<file path="src/sv/roc_pkg.sv">
// Package with the class codes, register indexes and reset values of the overlap classifier.
`default_nettype none

package roc_pkg;

    typedef enum logic [1:0] {
        CLASS_PROPER           = 2'd0,
        CLASS_QUERY_CONTAINED  = 2'd1,
        CLASS_TARGET_CONTAINED = 2'd2,
        CLASS_SHORT            = 2'd3
    } overlap_class_t;

    localparam int CFG_INDEX_BITS = 2;

    typedef logic [CFG_INDEX_BITS-1:0] cfg_index_t;

    localparam cfg_index_t CFG_MAX_OVERHANG     = 2'd0;
    localparam cfg_index_t CFG_MIN_OVERLAP_SPAN = 2'd1;

    localparam int MAX_OVERHANG_RESET     = 1000;
    localparam int MIN_OVERLAP_SPAN_RESET = 2000;

endpackage

`default_nettype wire

</file>
<file path="src/sv/read_overlap_classifier_core.sv">
// Read overlap classifier: overhangs, orientation, internal flag and class of one overlap record.
`default_nettype none

// An overlap record is taken whenever start is high; busy never rises, so a new record may
// be given in every cycle. Each record passes through three register stages (tails and
// spans, strand rules and clipped ends, extended spans with the final compares), and its
// result appears on the output ports, marked by done, as it leaves the third stage.
// The receiver cannot stall: each result is present for exactly one cycle. The two
// registers are written through cfg_we, cfg_index and cfg_wdata and should only change
// while no record is in flight.
module read_overlap_classifier_core
    import roc_pkg::*;
#(
    parameter int POSITION_BITS = 24
)
(
    input  wire logic                       clk,
    input  wire logic                       rst_n,

    input  wire logic                       cfg_we,
    input  wire cfg_index_t                 cfg_index,
    input  wire logic [POSITION_BITS-1:0]   cfg_wdata,

    input  wire logic                       start,
    output      logic                       busy,
    input  wire logic [POSITION_BITS-1:0]   query_length,
    input  wire logic [POSITION_BITS-1:0]   query_start,
    input  wire logic [POSITION_BITS-1:0]   query_end,
    input  wire logic [POSITION_BITS-1:0]   target_length,
    input  wire logic [POSITION_BITS-1:0]   target_start,
    input  wire logic [POSITION_BITS-1:0]   target_end,
    input  wire logic                       reverse_strand,

    output      logic                       done,
    output      logic signed [POSITION_BITS:0] suffix_overhang,
    output      logic signed [POSITION_BITS:0] prefix_overhang,
    output      logic                       orientation_positive,
    output      logic                       internal_match,
    output      overlap_class_t             overlap_class
);

    localparam int P  = POSITION_BITS;
    localparam int W1 = P + 1;
    localparam int W2 = P + 2;
    localparam int WE = P + 5;

    localparam logic signed [W2-1:0] SAT_HI = {2'b00, {P{1'b1}}};
    localparam logic signed [W2-1:0] SAT_LO = -SAT_HI;

    // Configuration registers.
    logic [P-1:0] max_overhang_reg;
    logic [P-1:0] min_overlap_span_reg;

    always_ff @(posedge clk or negedge rst_n)
    begin
        if (!rst_n)
        begin
            max_overhang_reg     <= P'(MAX_OVERHANG_RESET);
            min_overlap_span_reg <= P'(MIN_OVERLAP_SPAN_RESET);
        end
        else if (cfg_we)
        begin
            case (cfg_index)
                CFG_MAX_OVERHANG:     max_overhang_reg     <= cfg_wdata;
                CFG_MIN_OVERLAP_SPAN: min_overlap_span_reg <= cfg_wdata;
                default:              ;
            endcase
        end
    end

    assign busy = 1'b0;

    // Stage 1: tails and aligned spans.
    logic                 s1_valid_reg;
    logic                 s1_rev_reg;
    logic [P-1:0]         s1_qs_reg;
    logic [P-1:0]         s1_ts_reg;
    logic signed [W1-1:0] s1_qtail_reg;
    logic signed [W1-1:0] s1_ttail_reg;
    logic signed [W1-1:0] s1_qspan_reg;
    logic signed [W1-1:0] s1_tspan_reg;

    logic signed [W1-1:0] s1_qtail_next;
    logic signed [W1-1:0] s1_ttail_next;
    logic signed [W1-1:0] s1_qspan_next;
    logic signed [W1-1:0] s1_tspan_next;

    always_comb
    begin
        s1_qtail_next = $signed({1'b0, query_length})  - $signed({1'b0, query_end});
        s1_ttail_next = $signed({1'b0, target_length}) - $signed({1'b0, target_end});
        s1_qspan_next = $signed({1'b0, query_end})     - $signed({1'b0, query_start});
        s1_tspan_next = $signed({1'b0, target_end})    - $signed({1'b0, target_start});
    end

    always_ff @(posedge clk or negedge rst_n)
    begin
        if (!rst_n)
        begin
            s1_valid_reg <= 1'b0;
        end
        else
        begin
            s1_valid_reg <= start;
        end
    end

    always_ff @(posedge clk)
    begin
        s1_rev_reg   <= reverse_strand;
        s1_qs_reg    <= query_start;
        s1_ts_reg    <= target_start;
        s1_qtail_reg <= s1_qtail_next;
        s1_ttail_reg <= s1_ttail_next;
        s1_qspan_reg <= s1_qspan_next;
        s1_tspan_reg <= s1_tspan_next;
    end

    // Stage 2: strand rules, clipped end overhangs and containment compares.
    logic                 s2_valid_reg;
    logic signed [W2-1:0] s2_suffix_reg;
    logic signed [W2-1:0] s2_prefix_reg;
    logic                 s2_orient_reg;
    logic signed [W1-1:0] s2_ext5_reg;
    logic signed [W1-1:0] s2_ext3_reg;
    logic signed [W1-1:0] s2_qspan_reg;
    logic signed [W1-1:0] s2_tspan_reg;
    logic                 s2_qcont_reg;
    logic                 s2_tcont_reg;

    logic signed [W2-1:0] s2_suffix_next;
    logic signed [W2-1:0] s2_prefix_next;
    logic                 s2_orient_next;
    logic signed [W1-1:0] s2_ext5_next;
    logic signed [W1-1:0] s2_ext3_next;
    logic                 s2_qcont_next;
    logic                 s2_tcont_next;

    logic signed [W1-1:0] qs_s;
    logic signed [W1-1:0] ts_s;
    logic signed [W1-1:0] hang5;
    logic signed [W1-1:0] hang3;
    logic                 both_ends;

    always_comb
    begin
        qs_s      = $signed({1'b0, s1_qs_reg});
        ts_s      = $signed({1'b0, s1_ts_reg});
        both_ends = (qs_s > s1_qtail_reg) && (ts_s > s1_ttail_reg);

        if (!s1_rev_reg)
        begin
            if (s1_qs_reg > s1_ts_reg)
            begin
                s2_suffix_next = W2'(s1_ttail_reg) - W2'(s1_qtail_reg);
                s2_orient_next = 1'b1;
            end
            else
            begin
                s2_suffix_next = W2'(ts_s) - W2'(qs_s);
                s2_orient_next = 1'b0;
            end
            if (s1_qs_reg < s1_ts_reg)
            begin
                s2_prefix_next = W2'(s1_qtail_reg) - W2'(s1_ttail_reg);
            end
            else
            begin
                s2_prefix_next = W2'(qs_s) - W2'(ts_s);
            end
        end
        else if (both_ends)
        begin
            s2_suffix_next = W2'(ts_s) - W2'(s1_qtail_reg);
            s2_prefix_next = W2'(qs_s) - W2'(s1_ttail_reg);
            s2_orient_next = 1'b1;
        end
        else
        begin
            s2_suffix_next = W2'(s1_ttail_reg) - W2'(qs_s);
            s2_prefix_next = W2'(s1_qtail_reg) - W2'(ts_s);
            s2_orient_next = 1'b0;
        end

        hang5 = s1_rev_reg ? s1_ttail_reg : ts_s;
        hang3 = s1_rev_reg ? ts_s : s1_ttail_reg;

        s2_ext5_next  = (qs_s < hang5) ? qs_s : hang5;
        s2_ext3_next  = (s1_qtail_reg < hang3) ? s1_qtail_reg : hang3;
        s2_qcont_next = (qs_s <= hang5) && (s1_qtail_reg <= hang3);
        s2_tcont_next = (qs_s >= hang5) && (s1_qtail_reg >= hang3);
    end

    always_ff @(posedge clk or negedge rst_n)
    begin
        if (!rst_n)
        begin
            s2_valid_reg <= 1'b0;
        end
        else
        begin
            s2_valid_reg <= s1_valid_reg;
        end
    end

    always_ff @(posedge clk)
    begin
        s2_suffix_reg <= s2_suffix_next;
        s2_prefix_reg <= s2_prefix_next;
        s2_orient_reg <= s2_orient_next;
        s2_ext5_reg   <= s2_ext5_next;
        s2_ext3_reg   <= s2_ext3_next;
        s2_qspan_reg  <= s1_qspan_reg;
        s2_tspan_reg  <= s1_tspan_reg;
        s2_qcont_reg  <= s2_qcont_next;
        s2_tcont_reg  <= s2_tcont_next;
    end

    // Stage 3: extended spans, internal test, class and saturation.
    logic                 done_reg;
    logic signed [W1-1:0] suffix_reg;
    logic signed [W1-1:0] prefix_reg;
    logic                 orient_reg;
    logic                 internal_reg;
    overlap_class_t       class_reg;

    logic signed [WE-1:0] qext;
    logic signed [WE-1:0] text;
    logic signed [WE-1:0] qspan_x5;
    logic signed [WE-1:0] qext_x4;
    logic signed [WE-1:0] min_span_s;
    logic signed [W1-1:0] max_hang_s;
    logic                 internal_next;
    overlap_class_t       class_next;
    logic signed [W1-1:0] suffix_next;
    logic signed [W1-1:0] prefix_next;

    always_comb
    begin
        qext       = WE'(s2_qspan_reg) + WE'(s2_ext5_reg) + WE'(s2_ext3_reg);
        text       = WE'(s2_tspan_reg) + WE'(s2_ext5_reg) + WE'(s2_ext3_reg);
        qspan_x5   = (WE'(s2_qspan_reg) <<< 2) + WE'(s2_qspan_reg);
        qext_x4    = qext <<< 2;
        max_hang_s = $signed({1'b0, max_overhang_reg});
        min_span_s = $signed(WE'({1'b0, min_overlap_span_reg}));

        internal_next = (s2_ext5_reg > max_hang_s) || (s2_ext3_reg > max_hang_s)
                        || (qspan_x5 < qext_x4);

        if (internal_next)
        begin
            class_next = CLASS_PROPER;
        end
        else if (s2_qcont_reg)
        begin
            class_next = CLASS_QUERY_CONTAINED;
        end
        else if (s2_tcont_reg)
        begin
            class_next = CLASS_TARGET_CONTAINED;
        end
        else if ((qext < min_span_s) || (text < min_span_s))
        begin
            class_next = CLASS_SHORT;
        end
        else
        begin
            class_next = CLASS_PROPER;
        end

        if (s2_suffix_reg > SAT_HI)
        begin
            suffix_next = SAT_HI[W1-1:0];
        end
        else if (s2_suffix_reg < SAT_LO)
        begin
            suffix_next = SAT_LO[W1-1:0];
        end
        else
        begin
            suffix_next = s2_suffix_reg[W1-1:0];
        end

        if (s2_prefix_reg > SAT_HI)
        begin
            prefix_next = SAT_HI[W1-1:0];
        end
        else if (s2_prefix_reg < SAT_LO)
        begin
            prefix_next = SAT_LO[W1-1:0];
        end
        else
        begin
            prefix_next = s2_prefix_reg[W1-1:0];
        end
    end

    always_ff @(posedge clk or negedge rst_n)
    begin
        if (!rst_n)
        begin
            done_reg <= 1'b0;
        end
        else
        begin
            done_reg <= s2_valid_reg;
        end
    end

    always_ff @(posedge clk)
    begin
        suffix_reg   <= suffix_next;
        prefix_reg   <= prefix_next;
        orient_reg   <= s2_orient_reg;
        internal_reg <= internal_next;
        class_reg    <= class_next;
    end

    assign done                 = done_reg;
    assign suffix_overhang      = suffix_reg;
    assign prefix_overhang      = prefix_reg;
    assign orientation_positive = orient_reg;
    assign internal_match       = internal_reg;
    assign overlap_class        = class_reg;

    // A result only follows a matching input transfer that has passed through every stage.
    assert property (@(posedge clk) disable iff (!rst_n) done |-> $past(start, 3))
        else $error("result without a matching input transfer");

    // An internal match always carries the proper/internal class.
    assert property (@(posedge clk) disable iff (!rst_n)
        (done && internal_match) |-> (overlap_class == CLASS_PROPER))
        else $error("internal match with a containment or short class");

    // Saturation never lets an overhang reach the most negative code.
    assert property (@(posedge clk) disable iff (!rst_n)
        done |-> ((suffix_overhang != {1'b1, {P{1'b0}}})
                  && (prefix_overhang != {1'b1, {P{1'b0}}})))
        else $error("overhang outside the saturated range");

endmodule

`default_nettype wire
</file>
<file path="config.mk">
export PLATFORM = sky130hd
export DESIGN_NAME = read_overlap_classifier_core
export DESIGN_NICKNAME = d
export VERILOG_FILES = /design/src/sv/roc_pkg.sv /design/src/sv/read_overlap_classifier_core.sv
export SDC_FILE = /design/constraint.sdc
export NUM_CORES = 2
export LEC_CHECK = 0
export BUFFER_PORTS_ARGS = -buffer_cell sky130_fd_sc_hd__buf_4
export CAP_MARGIN = 30
export CORE_UTILIZATION = 35
export CTS_BUF_LIST = sky130_fd_sc_hd__clkbuf_8
export DETAILED_ROUTE_END_ITERATION = 10
export PLACE_DENSITY_LB_ADDON = 0.08
export SLEW_MARGIN = 25
export SYNTH_ARGS = -nofsm -noshare
export SYNTH_HDL_FRONTEND = slang
export SYNTH_SLANG_ARGS = --single-unit
</file>
<file path="constraint.sdc">
create_clock -name clk -period 12.9 [get_ports clk]
set_input_delay 0 -clock clk [delete_from_list [all_inputs] [get_ports clk]]
set_output_delay 0 -clock clk [all_outputs]
set_load 0.005 [all_outputs]
</file>
# After elaboration in Yosys (flattened, before gate mapping)
# Cells that the tools add are included.
[totals]
ff_bits = 409
inputBits = 175
wordCells = 97
[op_classes]
n_addsub = 17
order_cmp = 19
eq_ne = 1
n_mux = 18
n_reduce_logical = 12
[ops]
columns = ["operator", "n"]
rows = [
  ["$mux W26", 6],
  ["$sub A25 B25 Y26", 6],
  ["$sub A24 B24 Y25", 6],
  ["$mux W25", 5],
  ["$gt A25 B25 Y1", 4],
  ["$add A26 B25 Y27", 2],
  ["$lt A27 B25 Y1", 2],
  ["$add A25 B25 Y26", 2],
  ["$gt A26 B25 Y1 const B", 2],
  ["$lt A26 B25 Y1 const B", 2],
  ["$ge A25 B25 Y1", 2],
  ["$le A25 B25 Y1", 2],
  ["$lt A25 B25 Y1", 2],
  ["$lt A28 B29 Y1", 1],
  ["$add A27 B25 Y28", 1],
  ["$gt A24 B24 Y1", 1],
  ["$lt A24 B24 Y1", 1],
  ["$mux W24", 1],
  ["$reduce_or A2 Y1", 3],
  ["$mux W1", 4],
  ["$mux W2", 2],
  ["$reduce_and A2 Y1", 2],
  ["$logic_and A1 B1 Y1", 3],
  ["$logic_or A1 B1 Y1", 3],
  ["other kinds (2)", 2],
]

# Longest topological paths before layout
[depth]
ltp_word = 7
mapped_depth = 23

# Worst setup path before layout
# Ideal clock, no wire load.
[synth_timing]
kind = "reg-to-reg"
start = "register s2_ext5_reg[1]"
end = "register class_reg[0] (netlist: overlap_class[0])"
setup_time_ns = 0.091
t_arrival_ns = 4.453
setup_slack_ns = 8.356
stages_incl_launch_ff = 24
n_path_buf = 0
synth_period_minus_slack_ns = 4.544
path_cell_list = "dfxtp_1 fa_1 ha_1 inv_1 fa_1 nor2b_1 o31a_1 o21ai_1 a21oi_1 o21a_1 or3_1 a21o_1 a21o_1 nand2_1 a21oi_1 ha_1 nor2b_1 o21ai_0 nand2b_1 a21oi_1 o21ai_0 or4b_1 and3_1 a311oi_1"
[synth_between]
elab_chain_cells = 7
elab_cells_between_ends = 14
classes_between = "add/sub (4); order compare (4); mux (3); reduce/logical (3)"
[synth_rtl]
columns = ["item", "line", "text"]
rows = [
  ["start: declaration", "read_overlap_classifier_core.sv:124", "logic signed [W1-1:0] s2_ext5_reg;"],
  ["start signal: assignment", "read_overlap_classifier_core.sv:211", "s2_ext5_reg <= s2_ext5_next;"],
  ["$add A25 B25 Y26, on equally long branches", "read_overlap_classifier_core.sv:240, read_overlap_classifier_core.sv:241", ""],
  ["$add A26 B25 Y27, on equally long branches", "read_overlap_classifier_core.sv:240, read_overlap_classifier_core.sv:241", ""],
  ["$lt A27 B25 Y1", "read_overlap_classifier_core.sv:262", "else if ((qext < min_span_s) || (text < min_span_s))"],
  ["$logic_or A1 B1 Y1", "read_overlap_classifier_core.sv:262", ""],
  ["$mux W2", "read_overlap_classifier_core.sv:262", ""],
  ["$mux W2", "read_overlap_classifier_core.sv:258", "else if (s2_tcont_reg)"],
  ["$mux W1", "read_overlap_classifier_core.sv:254", "else if (s2_qcont_reg)"],
  ["end signal: assignment", "read_overlap_classifier_core.sv:316", "class_reg <= class_next;"],
  ["end: declaration", "read_overlap_classifier_core.sv:225", "overlap_class_t class_reg;"],
]
# Several ways; a longest one is shown, not always the timed one.
# A chain may end at the register's enable or synchronous reset.

# Worst setup path after layout
[layout_timing]
start = "register s2_ext5_reg[2]"
end = "register class_reg[0] (netlist: overlap_class[0])"
# The elaborated chain is that of the path after synthesis.

==> flow_metrics.py <==
metrics = {
    "grt": {
        "grt_max_degree": 71,
        "grt.overflow.total": 0,
        "grt_pass1_vias": 31600,
        "antenna_found_initial": 7,
        "grtUsageTotal_pct": 27.4,
        "grt_pass1_wl_mm": 209,
    },
    "logic_synthesis": {
        "synth_xor_area_share_pct": 7.20,
        "yosys_most_used_dff": "dfxtp_1",
        "ys_ff_latch": 409,
        "yosys-top-cells-area": "ha_1 20%, dfxtp_1 20%, a21oi_1 5.2%, xnor2_1 5.2%, a21o_1 4.7%",
        "synth-async-reset-ratio_pct": 12.5,
        "synth_compound_area_share_pct": 22.8,
        "synth_area_per_cell_um2": 8.51,
        "netlist_area_um2": 35800,
        "synth_cells": 4214,
        "synth-simple-area-share_pct": 13.0,
        "synth_fa_ha_area_share_pct": 23.9,
        "synth_top_family_by_area": "adder cells",
        "synth_top_area_cell": "ha_1",
        "synth_top_cell_area_share_pct": 20.3,
        "synthMuxAreaShare_pct": 4.18,
        "synth_enable_flop_cells": 0,
        "yosysWarnings": 0,
        "ys_types": 91,
        "syn-num-nets": 5035,
        "synth-seq-area-share_pct": 23.6,
    },
    "critical_path": {
        "cpPeakStageDelay_ns": 0.54,
        "cp.required_ns": 13.54,
        "cpMostUsedCell": "o21ai_0",
        "setup.worst_path.end_class": "register",
        "cp_cell_sequence": "fa_1 -> ha_1 -> a211oi_1 -> o211ai_1 -> a41oi_1 -> o21ai_0 -> nor3_1 -> nor2_1 -> a21o_1 -> a211oi_1 -> nor2_1 -> ha_1 -> a21oi_1 -> nor2b_1 -> o21ai_0 -> o211ai_1 -> o21ai_0 -> a31oi_1 -> a211o_1 -> a311oi_1",
        "worstPathArrival_ns": 5.92,
        "worst_setup_path_start_kind": "register",
        "critPathKind": "reg2reg",
        "cp_slowest_cell": "fa_1",
        "crit_fanout": 3,
        "crit_start": "s2_ext5_reg[2]$_DFF_P_",
        "r2r_start": "s2_ext5_reg[2]$_DFF_P_",
    },
    "die": {
        "pin_count": 231,
        "rows": 117,
        "core-area_um2": 102000,
        "design.die.area_um2": 104000,
        "fp.dieH_um": 322,
        "start_util_pct": 35.3,
        "fp.dieW_um": 322,
    },
    "routing": {
        "finalWirelength_mm": 145,
        "wl_met1_mm": 69.5,
        "drtAntennaViolNets": 0,
        "dr_wl_met3_mm": 8.61,
        "top_layer_used": "met5",
        "drc_errors": 0,
        "wl_per_cell_um": 23.3,
        "vias": 32900,
        "first_iter_violations": 2656,
        "firstDrtPassIters": 9,
        "wl_met2_mm": 62.3,
        "vias_per_cell": 5.30,
    },
    "cts": {
        "htreeDepth": 3,
        "cts_tree": "built",
        "clock-sinks": 409,
        "clk_path_buf_depth": 3,
        "clock-root-buffer": "clkbuf_8",
        "clkTransAtPathRegs_ns": 0.06,
        "cts_buffers": 78,
        "clock_latency_ns": 0.74,
        "cts_resized": 0,
        "cts-hold-fix-buffers": 375,
        "post_cts_buffers": 0,
    },
    "final_layout": {
        "finalInstanceArea_um2": 44500,
        "area_growth_pct": 24.1,
        "nFillCells": 10200,
        "layout-drive-gt1-share_pct": 9.31,
        "multi_input_area_um2": 25500,
        "nNetsFinal": 5602,
        "seq_area_um2": 8460,
    },
    "worst_hold_path": {
        "hold_class": "in2reg",
        "hold_start": "cfg_wdata[23]",
    },
    "sta": {
        "totalNegativeSetupSlack_ns": 0,
        "report.final.hold_viol_count": 0,
        "finalSetupViolCount": 0,
        "rsz0062_at_grt": "no",
        "max_freq_mhz": 189,
        "skew_ns": 0.0570,
        "timing.hold.ws_ns": 0.0655,
        "period_minus_slack_ns": 5.28,
        "worstMarginPinSlew_ns": 1.04,
        "slew_violations": 0,
        "period_share_pct": 41.0,
        "slew-limit-headroom_pct": 28.9,
    },
    "power_and_ir_drop": {
        "power_density_nw_per_um2": 223,
        "p_leak_uw": 0.0212,
        "ir_worst_vdd_mv": 0.126,
    },
    "place": {
        "place.gp.congestion": 0.942,
        "dp_hpwl_mm": 118,
        "dpl-instance-area_um2": 38900,
        "port_buffers": 229,
    },
    "run_status": {
        "run_status": "finished, final reports clean",
    },
    "job": {
        "drv_cap": 0,
    },
}
## power by group
part	switching (uW)	internal [uW]
clock	631	820
combinational	3770	2760
sequential	318	1630
total	4720	5210
## placed cells by master, fill, tap and decap left out, drive strengths merged, types with 18 or more instances in the layout
| cell | Yosys | routed |
|---|---|---|
| nor4 | 23 | 23 |
| nand3 | 65 | 65 |
| a211oi | 59 | 59 |
| o31a | 19 | 19 |
| ha | 581 | 581 |
| o21bai | 51 | 51 |
| nand2 | 212 | 212 |
| nand2b | 62 | 62 |
| fa | 65 | 65 |
| o211ai | 29 | 29 |
| nor2b | 81 | 81 |
| and2 | 18 | 18 |
| and3 | 28 | 28 |
| xnor2 | 211 | 211 |
| inv | 361 | 387 |
| clkbuf | 109 | 99 |
| or3 | 23 | 23 |
| dfxtp | 358 | 358 |
| a21oi | 370 | 370 |
| xor2 | 83 | 83 |
| a31oi | 32 | 32 |
| buf | 29 | 251 |
| mux2i | 116 | 116 |
| nor2 | 253 | 253 |
| mux2 | 30 | 30 |
| nand4 | 58 | 58 |
| a21o | 225 | 225 |
| dlygate4sd3 | 0 | 374 |
| dfrtp | 39 | 39 |
| o21a | 76 | 76 |
| o21ai | 257 | 257 |
| nor3 | 79 | 79 |
## final timing paths
| kind | endpoint | cells past startpoint | slack [ns] |
|---|---|---|---|
| max in group asynchronous | min_overlap_span_reg[5]$_DFFE_PN0P_ | 4 | 12.14 |
| min in group asynchronous | min_overlap_span_reg[8]$_DFFE_PN1P_ | 3 | 0.50 |
| worst min register to register | s2_qspan_reg[19]$_DFF_P_ | 0 | 0.32 |
| worst max-delay path | overlap_class[0]$_SDFF_PP0_ | 20 | 7.62 |
| worst max register to register | overlap_class[0]$_SDFF_PP0_ | 20 | 7.62 |
| worst min-delay path | max_overhang_reg[23]$_DFFE_PN0P_ | 4 | 0.07 |
## cell type report
| type | count | share of cell area (%) |
|---|---|---|
| inverter | 361 | 3.05 |
| antenna | 3 | 0.0169 |
| clock buffer | 99 | 3.06 |
| multi-input combinational | 3306 | 57.4 |
| tap | 1368 | 3.85 |
| clock inverter | 45 | 0.900 |
| timing repair buffer | 625 | 12.7 |
| sequential | 409 | 19.0 |
## layer usage
metal | track usage [%] | up-vias
li1 | - | 16200
met1 | 39.0 | 15500
met2 | 42.1 | 1026
met3 | 3.97 | 179
met4 | 8.79 | 2
met5 | 0 | -
## cells by family after synthesis
kind of cell,after synthesis
AND/OR/NAND/NOR,946
flip-flops,409
multiplexers,146
AO/OA/AOI/OAI,1273
XOR/XNOR,294
other,1
buffers and inverters,499
adder cells (fa/ha/maj),646
## synth_stat cells, types with 81 or more instances
cell and instances:
a21o_1 225, a21oi_1 370, clkbuf_1 109, dfxtp_1 358
ha_1 581, inv_1 361, mux2i_1 116, nand2_1 212
nor2_1 252, nor2b_1 81, o21ai_0 227, xnor2_1 211
xor2_1 82
## worst max-delay path, delay by kind of cell, from the launching register on
| family | cells | cell delay, ns |
|---|---|---|
| AO/OA/AOI/OAI | 13 | 3.26 |
| adder cells (fa/ha/maj) | 3 | 1.17 |
| AND/OR/NAND/NOR | 4 | 0.39 |
| flip-flops | 1 | 0.36 |
## through the flow
stage / worst slack (ns) / power, uW / util (%) / cells
floorplan: 8.36 / 6200 / - / 4214
global placement: 7.78 / 8270 / 38.3 / 5692
detailed placement: 7.72 / 8220 / 38.3 / 5693
CTS: 7.67 / 9910 / 43.8 / 6212
global route: 7.25 / 10800 / 43.8 / 6214
finish: 7.62 / 9930 / 43.8 / 6216
No activity file was read; power rests on OpenSTA's default activity.
